<file path="src/rtl/mosc_pkg.sv">
// ----------------------------------------------------------------------------
// mosc_pkg
// Shared types and constants for the memory operand scope classifier:
// opcode and prefix bytes, scope codes, region offsets and stage structs.
// ----------------------------------------------------------------------------
`default_nettype none

package mosc_pkg;

   localparam int unsigned NUM_BYTES   = 32;
   localparam int unsigned BYTE_IDX_W  = $clog2(NUM_BYTES);
   localparam int unsigned POS_W       = 7;
   localparam int unsigned FETCH_BYTES = 4;

   localparam logic [7:0] PFX_OPSIZE  = 8'h66;
   localparam logic [7:0] PFX_ADSIZE  = 8'h67;
   localparam logic [7:0] PFX_LOCK    = 8'hF0;
   localparam logic [7:0] PFX_REPNE   = 8'hF2;
   localparam logic [7:0] PFX_REP     = 8'hF3;
   localparam logic [3:0] REX_NIBBLE  = 4'h4;
   localparam logic [7:0] OPC_ESCAPE  = 8'h0F;
   localparam logic [7:0] OPC_MOV_LD  = 8'h8B;
   localparam logic [7:0] OPC_MOV_AX  = 8'hA1;
   localparam logic [5:0] OPC_MOFFS_HI = 6'b101000;

   localparam logic [1:0] MOD_REG     = 2'd3;
   localparam logic [1:0] MOD_NODISP  = 2'd0;
   localparam logic [2:0] RM_SIB      = 3'd4;
   localparam logic [2:0] RM_DISP32   = 3'd5;
   localparam logic [3:0] REG_RSP     = 4'd4;
   localparam logic [3:0] REG_RBP     = 4'd5;

   localparam logic [2:0] SCOPE_NORMAL  = 3'd0;
   localparam logic [2:0] SCOPE_POINTER = 3'd1;
   localparam logic [2:0] SCOPE_STACK   = 3'd2;
   localparam logic [2:0] SCOPE_GLOBAL  = 3'd3;
   localparam logic [2:0] SCOPE_ARRAY   = 3'd4;

   localparam logic [41:0] REGION_POINTER = 42'h0;
   localparam logic [41:0] REGION_STACK   = 42'h010000000000;
   localparam logic [41:0] REGION_GLOBAL  = 42'h020000000000;
   localparam logic [41:0] REGION_ARRAY   = 42'h030000000000;
   localparam logic [41:0] REGION_NORMAL  = 42'h001000000000;

   localparam logic [15:0] STEP_DEFAULT = 16'd64;
   localparam logic [7:0]  STEP_MIN     = 8'd8;

   localparam logic ADDR_STREAM_PADDING = 1'b0;

   typedef logic [NUM_BYTES-1:0][7:0] instr_bytes_type;

   typedef struct packed {
      instr_bytes_type   bytes;
      logic [NUM_BYTES-1:0] rex;
      logic [POS_W-1:0]  len;
      logic [POS_W-1:0]  at;
      logic [6:0]        acc;
   } scan_type;

   typedef struct packed {
      logic [FETCH_BYTES-1:0]      avail;
      logic [FETCH_BYTES-1:0][7:0] win;
      logic                        rb;
      logic                        rx;
      logic [6:0]                  acc;
   } fetch_type;

   typedef struct packed {
      logic       found;
      logic       idx;
      logic       stk;
      logic       rip;
      logic [3:0] scale;
      logic       hint;
      logic [6:0] acc;
   } shape_type;

endpackage

`default_nettype wire

</file>
<file path="src/rtl/mosc_prefix_scan.sv">
// ----------------------------------------------------------------------------
// mosc_prefix_scan
// Two stages: classify every byte as legacy prefix or rex and clamp the
// length, then find the first byte past the prefix run.
// ----------------------------------------------------------------------------
`default_nettype none

module mosc_prefix_scan
   import mosc_pkg::*;
#(
   parameter int unsigned MAX_BYTES = 32
) (
   input  logic        clock,
   input  logic        reset,
   input  logic        in_valid,
   output logic        in_ready,
   input  logic [63:0] bytes_lo,
   input  logic [63:0] bytes_mid_lo,
   input  logic [63:0] bytes_mid_hi,
   input  logic [63:0] bytes_hi,
   input  logic [5:0]  byte_count,
   input  logic [6:0]  access_bytes,
   output logic        out_valid,
   output scan_type    out_data,
   input  logic        out_ready
);

   localparam logic [POS_W-1:0] LEN_LIMIT = POS_W'(MAX_BYTES);

   logic                 v1_ff;
   instr_bytes_type      bytes1_ff, bytes1_in;
   logic [NUM_BYTES-1:0] pfx1_ff, pfx1_in;
   logic [NUM_BYTES-1:0] rex1_ff, rex1_in;
   logic [POS_W-1:0]     len1_ff, len1_in;
   logic [6:0]           acc1_ff;
   logic                 v2_ff;
   scan_type             scan2_ff, scan2_in;
   logic                 ready1, ready2;
   logic [POS_W-1:0]     first_np;
   logic [POS_W-1:0]     count_ext;

   assign ready2   = !v2_ff || out_ready;
   assign ready1   = !v1_ff || ready2;
   assign in_ready = ready1;

   always_comb begin
      bytes1_in = instr_bytes_type'({bytes_hi, bytes_mid_hi, bytes_mid_lo, bytes_lo});
      for (int k = 0; k < NUM_BYTES; k++) begin
         rex1_in[k] = bytes1_in[k][7:4] == REX_NIBBLE;
         pfx1_in[k] = rex1_in[k] || bytes1_in[k] == PFX_OPSIZE
                      || bytes1_in[k] == PFX_ADSIZE || bytes1_in[k] == PFX_LOCK
                      || bytes1_in[k] == PFX_REPNE || bytes1_in[k] == PFX_REP;
      end
      count_ext = POS_W'(byte_count);
      len1_in   = (count_ext > LEN_LIMIT) ? LEN_LIMIT : count_ext;
   end

   always_comb begin
      first_np = POS_W'(NUM_BYTES);
      for (int k = NUM_BYTES - 1; k >= 0; k--) begin
         if (!pfx1_ff[k]) begin
            first_np = POS_W'(k);
         end
      end
      scan2_in.bytes = bytes1_ff;
      scan2_in.rex   = rex1_ff;
      scan2_in.len   = len1_ff;
      scan2_in.at    = (first_np < len1_ff) ? first_np : len1_ff;
      scan2_in.acc   = acc1_ff;
   end

   always_ff @(posedge clock) begin
      if (reset) begin
         v1_ff <= 1'b0;
         v2_ff <= 1'b0;
      end else begin
         if (ready1) begin
            v1_ff <= in_valid;
         end
         if (ready2) begin
            v2_ff <= v1_ff;
         end
      end
   end

   always_ff @(posedge clock) begin
      if (ready1 && in_valid) begin
         bytes1_ff <= bytes1_in;
         pfx1_ff   <= pfx1_in;
         rex1_ff   <= rex1_in;
         len1_ff   <= len1_in;
         acc1_ff   <= access_bytes;
      end
      if (ready2 && v1_ff) begin
         scan2_ff <= scan2_in;
      end
   end

   assign out_valid = v2_ff;
   assign out_data  = scan2_ff;

endmodule

`default_nettype wire

</file>
<file path="src/rtl/mosc_shape_decode.sv">
// ----------------------------------------------------------------------------
// mosc_shape_decode
// Two stages: fetch opcode, modrm and sib candidates and the last rex bits,
// then decode the memory operand shape.
// ----------------------------------------------------------------------------
`default_nettype none

module mosc_shape_decode
   import mosc_pkg::*;
(
   input  logic      clock,
   input  logic      reset,
   input  logic      in_valid,
   output logic      in_ready,
   input  scan_type  in_data,
   output logic      out_valid,
   output shape_type out_data,
   input  logic      out_ready
);

   logic       v3_ff, v4_ff;
   fetch_type  fetch3_ff, fetch3_in;
   shape_type  shape4_ff, shape4_in;
   logic       ready3, ready4;
   logic [POS_W-1:0] pos;
   logic [7:0] op, modrm, sib;
   logic       mod_ok, sib_ok, is_esc;
   logic [1:0] md;
   logic [2:0] rm, il, bl;

   assign ready4   = !v4_ff || out_ready;
   assign ready3   = !v3_ff || ready4;
   assign in_ready = ready3;

   always_comb begin
      pos = '0;
      fetch3_in.rb  = 1'b0;
      fetch3_in.rx  = 1'b0;
      fetch3_in.acc = in_data.acc;
      for (int j = 0; j < FETCH_BYTES; j++) begin
         pos = in_data.at + POS_W'(j);
         fetch3_in.avail[j] = pos < in_data.len;
         fetch3_in.win[j]   = (pos < POS_W'(NUM_BYTES))
                              ? in_data.bytes[pos[BYTE_IDX_W-1:0]] : 8'h00;
      end
      for (int k = 0; k < NUM_BYTES; k++) begin
         if (in_data.rex[k] && POS_W'(k) < in_data.at) begin
            fetch3_in.rb = in_data.bytes[k][0];
            fetch3_in.rx = in_data.bytes[k][1];
         end
      end
   end

   always_comb begin
      op     = fetch3_ff.win[0];
      is_esc = op == OPC_ESCAPE;
      modrm  = is_esc ? fetch3_ff.win[2] : fetch3_ff.win[1];
      sib    = is_esc ? fetch3_ff.win[3] : fetch3_ff.win[2];
      mod_ok = is_esc ? fetch3_ff.avail[2] : fetch3_ff.avail[1];
      sib_ok = is_esc ? fetch3_ff.avail[3] : fetch3_ff.avail[2];
      md     = modrm[7:6];
      rm     = modrm[2:0];
      il     = sib[5:3];
      bl     = sib[2:0];

      shape4_in.found = 1'b0;
      shape4_in.idx   = 1'b0;
      shape4_in.stk   = 1'b0;
      shape4_in.rip   = 1'b0;
      shape4_in.scale = 4'd1;
      shape4_in.acc   = fetch3_ff.acc;
      shape4_in.hint  = fetch3_ff.avail[0] && (op == OPC_MOV_LD || op == OPC_MOV_AX);

      if (fetch3_ff.avail[0]) begin
         if (op[7:2] == OPC_MOFFS_HI) begin
            shape4_in.found = 1'b1;
         end else if (mod_ok && md != MOD_REG) begin
            if (rm == RM_SIB) begin
               if (sib_ok) begin
                  shape4_in.found = 1'b1;
                  shape4_in.scale = 4'd1 << sib[7:6];
                  shape4_in.idx   = {fetch3_ff.rx, il} != REG_RSP;
                  shape4_in.stk   = ({fetch3_ff.rb, bl} == REG_RSP
                                     || {fetch3_ff.rb, bl} == REG_RBP)
                                    && !(md == MOD_NODISP && bl == RM_DISP32);
               end
            end else begin
               shape4_in.found = 1'b1;
               if (md == MOD_NODISP && rm == RM_DISP32) begin
                  shape4_in.rip = 1'b1;
               end else if ({fetch3_ff.rb, rm} == REG_RSP
                            || {fetch3_ff.rb, rm} == REG_RBP) begin
                  shape4_in.stk = 1'b1;
               end
            end
         end
      end
   end

   always_ff @(posedge clock) begin
      if (reset) begin
         v3_ff <= 1'b0;
         v4_ff <= 1'b0;
      end else begin
         if (ready3) begin
            v3_ff <= in_valid;
         end
         if (ready4) begin
            v4_ff <= v3_ff;
         end
      end
   end

   always_ff @(posedge clock) begin
      if (ready3 && in_valid) begin
         fetch3_ff <= fetch3_in;
      end
      if (ready4 && v3_ff) begin
         shape4_ff <= shape4_in;
      end
   end

   assign out_valid = v4_ff;
   assign out_data  = shape4_ff;

endmodule

`default_nettype wire

</file>
<file path="src/rtl/mosc_scope_classify.sv">
// ----------------------------------------------------------------------------
// mosc_scope_classify
// Output stage: picks the scope from the decoded shape and access size,
// and registers the result beat with its region offset and stream step.
// ----------------------------------------------------------------------------
`default_nettype none

module mosc_scope_classify
   import mosc_pkg::*;
(
   input  logic        clock,
   input  logic        reset,
   input  logic        in_valid,
   output logic        in_ready,
   input  shape_type   in_data,
   input  logic [15:0] stream_padding,
   output logic        out_valid,
   input  logic        out_stall,
   output logic [2:0]  out_scope,
   output logic        out_shape_found,
   output logic        out_has_index_reg,
   output logic        out_stack_based,
   output logic        out_rip_relative,
   output logic [3:0]  out_scale_factor,
   output logic [41:0] out_region_offset,
   output logic [15:0] out_stream_step
);

   logic        v5_ff;
   logic [2:0]  scope_ff, scope_in;
   logic        found_ff, idx_ff, stk_ff, rip_ff;
   logic [3:0]  scale_ff;
   logic [41:0] region_ff, region_in;
   logic [15:0] step_ff, step_in;
   logic        ready5;
   logic [15:0] pad;
   logic [7:0]  width;
   logic [15:0] width_ext;

   assign ready5   = !v5_ff || !out_stall;
   assign in_ready = ready5;

   always_comb begin
      if (in_data.stk) begin
         scope_in = SCOPE_STACK;
      end else if (in_data.rip) begin
         scope_in = SCOPE_GLOBAL;
      end else if (in_data.idx) begin
         scope_in = SCOPE_ARRAY;
      end else if (in_data.acc < 7'd8) begin
         scope_in = SCOPE_NORMAL;
      end else if (in_data.found || in_data.hint) begin
         scope_in = SCOPE_POINTER;
      end else begin
         scope_in = SCOPE_NORMAL;
      end

      pad       = (stream_padding == 16'd0) ? STEP_DEFAULT : stream_padding;
      width     = (in_data.acc == 7'd0) ? STEP_MIN
                  : ((8'(in_data.acc) + 8'd7) & 8'hF8);
      width_ext = 16'(width);

      unique case (scope_in)
         SCOPE_POINTER: begin
            region_in = REGION_POINTER;
            step_in   = pad;
         end
         SCOPE_STACK: begin
            region_in = REGION_STACK;
            step_in   = 16'd0;
         end
         SCOPE_GLOBAL: begin
            region_in = REGION_GLOBAL;
            step_in   = 16'd0;
         end
         SCOPE_ARRAY: begin
            region_in = REGION_ARRAY;
            step_in   = (width_ext > pad) ? width_ext : pad;
         end
         default: begin
            region_in = REGION_NORMAL;
            step_in   = 16'd0;
         end
      endcase
   end

   always_ff @(posedge clock) begin
      if (reset) begin
         v5_ff <= 1'b0;
      end else if (ready5) begin
         v5_ff <= in_valid;
      end
   end

   always_ff @(posedge clock) begin
      if (ready5 && in_valid) begin
         scope_ff  <= scope_in;
         found_ff  <= in_data.found;
         idx_ff    <= in_data.idx;
         stk_ff    <= in_data.stk;
         rip_ff    <= in_data.rip;
         scale_ff  <= in_data.scale;
         region_ff <= region_in;
         step_ff   <= step_in;
      end
   end

   assign out_valid         = v5_ff;
   assign out_scope         = scope_ff;
   assign out_shape_found   = found_ff;
   assign out_has_index_reg = idx_ff;
   assign out_stack_based   = stk_ff;
   assign out_rip_relative  = rip_ff;
   assign out_scale_factor  = scale_ff;
   assign out_region_offset = region_ff;
   assign out_stream_step   = step_ff;

endmodule

`default_nettype wire

</file>
<file path="src/rtl/memory_operand_scope_classifier_unit.sv">
// ----------------------------------------------------------------------------
// memory_operand_scope_classifier_unit
// Decodes the memory operand of one x86-64 instruction per beat and
// classifies its access scope, region offset and stream step.
// ----------------------------------------------------------------------------
// One instruction is accepted every cycle while req_stall is low. Two stages
// scan the legacy and rex prefix run, two fetch and decode opcode, modrm and
// sib, and one classifies the scope into the output register. A stall on the
// result side holds each occupied stage in place and pushes back through
// req_stall; nothing is dropped or repeated. The stream padding register sits
// at byte address 0 of the APB port and reads back its value.
`default_nettype none

module memory_operand_scope_classifier_unit
   import mosc_pkg::*;
#(
   parameter int unsigned MAX_BYTES = 32
) (
   input  logic        clock,
   input  logic        reset,
   input  logic        req_valid,
   output logic        req_stall,
   input  logic [63:0] req_bytes_lo,
   input  logic [63:0] req_bytes_mid_lo,
   input  logic [63:0] req_bytes_mid_hi,
   input  logic [63:0] req_bytes_hi,
   input  logic [5:0]  req_byte_count,
   input  logic [6:0]  req_access_bytes,
   output logic        rsp_valid,
   input  logic        rsp_stall,
   output logic [2:0]  rsp_scope,
   output logic        rsp_shape_found,
   output logic        rsp_has_index_reg,
   output logic        rsp_stack_based,
   output logic        rsp_rip_relative,
   output logic [3:0]  rsp_scale_factor,
   output logic [41:0] rsp_region_offset,
   output logic [15:0] rsp_stream_step,
   input  logic        psel,
   input  logic        penable,
   input  logic        pwrite,
   input  logic [2:0]  paddr,
   input  logic [31:0] pwdata,
   output logic [31:0] prdata,
   output logic        pready
);

   logic [15:0] padding_ff;
   logic        scan_ready, scan_valid;
   scan_type    scan_data;
   logic        shape_ready, shape_valid;
   shape_type   shape_data;
   logic        cls_ready;

   assign pready = 1'b1;

   always_ff @(posedge clock) begin
      if (reset) begin
         padding_ff <= 16'd0;
      end else if (psel && penable && pwrite && pready
                   && paddr[2] == ADDR_STREAM_PADDING) begin
         padding_ff <= pwdata[15:0];
      end
   end

   assign prdata = (paddr[2] == ADDR_STREAM_PADDING) ? {16'd0, padding_ff} : 32'd0;

   mosc_prefix_scan #(
      .MAX_BYTES (MAX_BYTES)
   ) u_scan (
      .clock        (clock),
      .reset        (reset),
      .in_valid     (req_valid),
      .in_ready     (scan_ready),
      .bytes_lo     (req_bytes_lo),
      .bytes_mid_lo (req_bytes_mid_lo),
      .bytes_mid_hi (req_bytes_mid_hi),
      .bytes_hi     (req_bytes_hi),
      .byte_count   (req_byte_count),
      .access_bytes (req_access_bytes),
      .out_valid    (scan_valid),
      .out_data     (scan_data),
      .out_ready    (shape_ready)
   );

   mosc_shape_decode u_shape (
      .clock     (clock),
      .reset     (reset),
      .in_valid  (scan_valid),
      .in_ready  (shape_ready),
      .in_data   (scan_data),
      .out_valid (shape_valid),
      .out_data  (shape_data),
      .out_ready (cls_ready)
   );

   mosc_scope_classify u_cls (
      .clock             (clock),
      .reset             (reset),
      .in_valid          (shape_valid),
      .in_ready          (cls_ready),
      .in_data           (shape_data),
      .stream_padding    (padding_ff),
      .out_valid         (rsp_valid),
      .out_stall         (rsp_stall),
      .out_scope         (rsp_scope),
      .out_shape_found   (rsp_shape_found),
      .out_has_index_reg (rsp_has_index_reg),
      .out_stack_based   (rsp_stack_based),
      .out_rip_relative  (rsp_rip_relative),
      .out_scale_factor  (rsp_scale_factor),
      .out_region_offset (rsp_region_offset),
      .out_stream_step   (rsp_stream_step)
   );

   assign req_stall = !scan_ready;

   a_stack_scope: assert property (@(posedge clock) disable iff (reset)
      rsp_valid && rsp_scope == SCOPE_STACK |-> rsp_stack_based)
      else $error("stack scope without stack base");

   a_no_shape: assert property (@(posedge clock) disable iff (reset)
      rsp_valid && !rsp_shape_found |-> !rsp_has_index_reg && !rsp_stack_based
         && !rsp_rip_relative && rsp_scale_factor == 4'd1)
      else $error("shape flags set without a decoded shape");

   a_array_step: assert property (@(posedge clock) disable iff (reset)
      rsp_valid && rsp_scope == SCOPE_ARRAY |-> rsp_has_index_reg
         && rsp_stream_step >= 16'd8)
      else $error("array scope with bad step or no index");

endmodule

`default_nettype wire
</file>
<file path="config.mk">
export PLATFORM = sky130hd
export DESIGN_NAME = memory_operand_scope_classifier_unit
export DESIGN_NICKNAME = d
export VERILOG_FILES = /design/src/rtl/mosc_pkg.sv /design/src/rtl/mosc_prefix_scan.sv /design/src/rtl/mosc_shape_decode.sv /design/src/rtl/mosc_scope_classify.sv /design/src/rtl/memory_operand_scope_classifier_unit.sv
export SDC_FILE = /design/constraint.sdc
export NUM_CORES = 1
export LEC_CHECK = 0
export ABC_AREA = 1
export BUFFER_PORTS_ARGS = -buffer_cell sky130_fd_sc_hd__buf_2
export CORE_AREA = 2 2 301 303
export CTS_CLUSTER_DIAMETER = 40
export DETAILED_ROUTE_END_ITERATION = 6
export DIE_AREA = 0 0 303 305
export GPL_TIMING_DRIVEN = 0
export MAX_ROUTING_LAYER = met4
export PLACE_DENSITY = 0.63
export SYNTH_ARGS = -nofsm -noshare
export SYNTH_HDL_FRONTEND = slang
export SYNTH_SLANG_ARGS = --single-unit
</file>
<file path="constraint.sdc">
create_clock -name clock -period 16.29 [get_ports clock]
set_input_delay 0 -clock clock [delete_from_list [all_inputs] [get_ports clock]]
set_output_delay 0 -clock clock [all_outputs]
set_load 0.05 [all_outputs]
</file>
Word level (Yosys, flattened, before mapping)

Index checks and enable logic that the tools add are counted.

Add/sub/neg operators: 4
Magnitude comparators: 48
Equal/unequal tests: 209
Shift operators: 1
Multiplexer cells: 100
Bitwise logic cells: 5
Reductions and logical operators: 228

Operators with widths:

| operator                                             | number |
|---|---|
| equality test 8 bit (second input constant)          | 98 |
| equality test 8 x 7 -> 1 bit (second input constant) | 64 |
| 2-to-1 mux 6 bit                                     | 32 |
| logical OR 1 bit                                     | 169 |
| case mux 42 bit (4 select lines)                     | 1 |
| binary-select mux 8 bit (select 5 bit)               | 4 |
| equality test 4 x 3 -> 1 bit (second input constant) | 36 |
| < comparator 5 x 7 -> 1 bit (first input constant)   | 16 |
| 2-to-1 mux 2 bit                                     | 32 |
| 2-to-1 mux 8 bit                                     | 8 |
| < comparator 4 x 7 -> 1 bit (first input constant)   | 8 |
| 2-to-1 mux 16 bit                                    | 3 |
| logical AND 1 bit                                    | 45 |
| case mux 16 bit (2 select lines)                     | 1 |
| < comparator 3 x 7 -> 1 bit (first input constant)   | 4 |
| < comparator 7 x 6 -> 1 bit (second input constant)  | 4 |
| < comparator 7 bit                                   | 4 |
| < comparator 5 x 6 -> 1 bit (second input constant)  | 4 |
| > comparator 8 x 16 -> 1 bit                         | 1 |
| logical NOT 16 bit                                   | 1 |
| 2-to-1 mux 3 bit                                     | 5 |
| adder 7 x 2 -> 7 bit (second input constant)         | 2 |
| < comparator 1 x 7 -> 1 bit (first input constant)   | 2 |
| < comparator 2 x 7 -> 1 bit (first input constant)   | 2 |
| other kinds (23)                                     | 49 |

Bits in registers: 794
Output and inout bits: 104
Logic and storage cells: 697

Depth between registers and ports, before layout

Depth after elaboration: 34
Mapped depth: 46
Gate-level depth less buffers: 43

Modules after synthesis

A second synthesis with hierarchy kept.

Cells, all modules: 3535
Area, all modules: 35965.7 um^2

By module, submodules not included:

| module                               | instances | cells an instance | area an instance (um^2) | sequential area each (um^2) |
|---|---|---|---|---|
| mosc_prefix_scan                     | 1         | 1174              | 21851.0                 | 19258.5 |
| mosc_shape_decode                    | 1         | 1985              | 11115.7                 | 1781.7 |
| mosc_scope_classify                  | 1         | 214               | 1928.1                  | 920.9 |
| memory_operand_scope_classifier_unit | 1         | 162               | 1071.0                  | 320.3 |

Worst setup path before layout

No wires, ideal clock.

Path type: flip-flop to flip-flop
Start: reg u_cls.v5_ff (netlist: u_cls.out_valid)
End: reg u_scan.scan2_ff (netlist bit u_scan.out_data[0]) (enable)
Library setup time: 0.988 ns
Arrival time: 13.696 ns
Data required time: 15.302 ns
Setup slack: 1.606 ns
Stages on the path, launching flop included: 8
Buffers on the path: 0
Cells stage by stage: dfxtp_1 -> nand2_1 -> nor2_1 -> inv_1 -> nor2_1 -> inv_1 -> nor2_1 -> nor2_1

Word-level cells in the longest chain between the ends: 6

RTL lines:

| element                  | RTL line                  | text |
|---|---|---|
| start: declaration       | mosc_scope_classify.sv:29 | `logic v5_ff;` |
| start signal: assignment | mosc_scope_classify.sv:91 | `v5_ff <= in_valid;` |
| logical NOT 1 bit        | mosc_scope_classify.sv:40 | `assign ready5 = !v5_ff \|\| !out_stall;` |
| logical OR 1 bit         | mosc_scope_classify.sv:40 |  |
| logical OR 1 bit         | mosc_shape_decode.sv:31   | `assign ready4 = !v4_ff \|\| out_ready;` |
| logical OR 1 bit         | mosc_shape_decode.sv:32   | `assign ready3 = !v3_ff \|\| ready4;` |
| logical OR 1 bit         | mosc_prefix_scan.sv:42    | `assign ready2 = !v2_ff \|\| out_ready;` |
| logical AND 1 bit        | mosc_prefix_scan.sv:94    | `if (ready2 && v1_ff) begin` |
| end signal: assignment   | mosc_prefix_scan.sv:95    | `scan2_ff <= scan2_in;` |
| end: declaration         | mosc_prefix_scan.sv:37    | `scan_type scan2_ff, scan2_in;` |

Every way passes these cells.
A chain may end at the register's enable or synchronous reset.

==> out/metrics.yaml <==
first_pass_iters: 7
rows: 110
syn_area_per_cell_um2: 10.4
final_cell_mix: "edfxtp_1, nand2_1, o21ai_0"
p_leak_nw: 18.4
hold_end: "u_scan.bytes1_ff[112]"
period_needed_ps: 7790
grt_antenna_before_repair: 9
ir_drop_uv: 101
dieHeight_um: 305
violations: "design-rule violations, max-capacitance violations, max-slew violations"
wl_mm: 150
clk_latency_ps: 700
outcome: "finished with violations"
path_clk_slew_ps: 60
yosys_register_bits: 749
worst_clock_skew_ps: 23.9
netlist.area_leader.share_pct: 61.9
ff2ff_setup_slack_ps: 8500
die_w_um: 303
pin_count: 415
areaGrowthSynthToFinish_pct: 29.4
syn_inst: 3407
routabilityCongestion: 1.04
slowest_delay_ps: 1080
crit_arrival_ps: 8220
fin_crit_sh_pct: 47.8
place_area_mm2: 0.0390
clock.fmax_mhz: 128
drt_iter0_markers: 3955
ant_nets: 0
async_flop_share_pct: 0
hold-path-cell-count: 2
endpoint_kind: "flip-flop"
r2r-end: "u_shape.fetch3_ff[8]"
wl_per_cell_um: 27.3
critPathKind: "flip-flop to flip-flop"
hold_violations: 0
drive_gt1_share_pct: 15.2
cp.required_ps: 16720
ys_warn_count: 0
hpwl_mm: 108
cts_tree: "yes"
maxCapViolations: 2
via_per_inst: 5.50
final_nets: 4579
cts_buffer_depth: 3
hold_path_class: "input pin to flip-flop"
cts_resized: 0
n_fill_cell: 7769
largest_reg_flops: 307
reg2regPathDepth: 42
relSlewSlack_pct: -5.26
port_buffers: 339
numCtsBuffers: 101
initial_core_util_pct: 39.5
post_cts_buffers: 0
rsz0062_at_grt: "no"
drc_errors: 40
dieArea_mm2: 0.0924
synth.area.top_cells: "edfxtp_1, nand2_1, o21ai_0"
ys_types: 60
grt_overflow: 0
grt_pass1_vias: 28700
stdcell_area_mm2: 0.0457
dp.cells: 4991
p_per_area_mw_per_mm2: 115
worst_pin_slew_ps: 1580
grt_max_degree: 131
hold_buffers: 313
synth.cell_area_mm2: 0.0353
crit_slowest_cell: "nor2_1"
setup_viol: 0
ys_seq_area_share_pct: 63.1
grt_pass1_wl_mm: 208
cpMostUsedCell: "nand2_1"
slew_viol_final: 22
cts_root_buffer: "clkbuf_16"
hp-start: "req_bytes_mid_lo[48]"
synth_edf_count: 728
rr_startpoint: "u_scan.out_data[8]"
layout.cells.non_filler: 5497
h-tree-depth: 3
fin_hold_ws_ps: 32.5
synth_top_flop_cell: "edfxtp_1"
grt.total_usage_pct: 33.1
core_mm2: 0.0893
start_kind: "flip-flop"
vias: 30200
cts_sinks: 749
yosysTopAreaCell: "edfxtp_1"
path_max_fanout: 13
layout_commonest_cell: "edfxtp_1"
-- Yosys cell counts (9+ instances only) --
cell / count
a211oi_1: 40
a21oi_1: 101
a31o_2: 32
buf_1: 13
buf_4: 57
clkbuf_1: 133
dfxtp_1: 21
edfxtp_1: 728
ha_1: 37
inv_1: 359
mux2i_1: 51
nand2_1: 665
nand3_1: 223
nor2_1: 257
nor3_1: 45
nor3b_1: 32
nor4_1: 9
o211ai_1: 64
o21ai_0: 392
o21bai_1: 19
o22ai_1: 19
or2_2: 11
xor2_1: 9
-- power breakdown --
part / switching, mW / internal, mW
sequential: 0.0417 / 2.22
clock: 0.908 / 1.35
combinational: 0.494 / 0.215
total: 1.44 / 3.79
-- area by class of cell --
cell class                      instances  area [µm²]  share of cell area (%)
Timing Repair Buffer                  667        5150                    11.3
Antenna cell                           10        25.0                  0.0548
Clock inverter                         73         910                    1.99
Clock buffer                          110        2580                    5.65
Buffer                                207        1010                    2.22
Multi-Input combinational cell       2134       10800                    23.7
Inverter                              371        1410                    3.08
Sequential cell                       749       22300                    48.8
Tap cell                             1176        1470                    3.22
-- logic make-up after synthesis --
logic type	count (synthesis)	share of synthesized area, %
simple gates	1269	15.3
flops	749	63.1
compound gates	711	11.7
buf+inv	578	6.83
mux	51	1.45
fa+ha+maj	37	1.31
xor+xnor	10	0.248
other cells	2	0.0213
-- worst max-delay path: cells and delay by family (launching register included) --
kind | cells | cell delay, ps
simple gates | 34 | 3650
compound gates | 2 | 430
fa+ha+maj | 1 | 340
buf+inv | 5 | 2490
flops | 1 | 590
-- per-layer routing --
layer | up-vias | share of wire [%] | GRT usage, %
met1 | 14800 | 42 | 44.4
met2 | 1658 | 46 | 50.2
met4 | 0 | 3.6 | 12.0
met5 | - | 0 | -
met3 | 289 | 8.4 | 5.86
li1 | 13500 | - | -
-- worst max-delay path by stage --
stage | start | end | cells past startpoint
5_1_grt | u_scan.out_data[8] | u_shape.fetch3_ff[7] | 46
3_5_place_dp | u_scan.out_data[8] | u_shape.fetch3_ff[8] | 42
4_1_cts | u_scan.out_data[8] | u_shape.fetch3_ff[8] | 42
2_1_floorplan | u_cls.out_valid | u_scan.out_data[0] | 7
6_report | u_scan.out_data[8] | u_shape.fetch3_ff[8] | 42
3_3_place_gp | u_cls.out_valid | u_scan.out_data[34] | 7
-- per-stage QoR --
step	util (%)	power [mW]	TNS [ps]	setup WS [ps]
after detailed placement	43.7	2.92	0	8910
after floorplan	-	2.64	0	1610
after global routing	51.1	5.38	0	8370
after global placement	43.3	2.95	-1324250	-4380
after CTS	51.1	5.23	0	8840
final	51.1	5.23	0	8500
(Power assumes the default switching activity.)
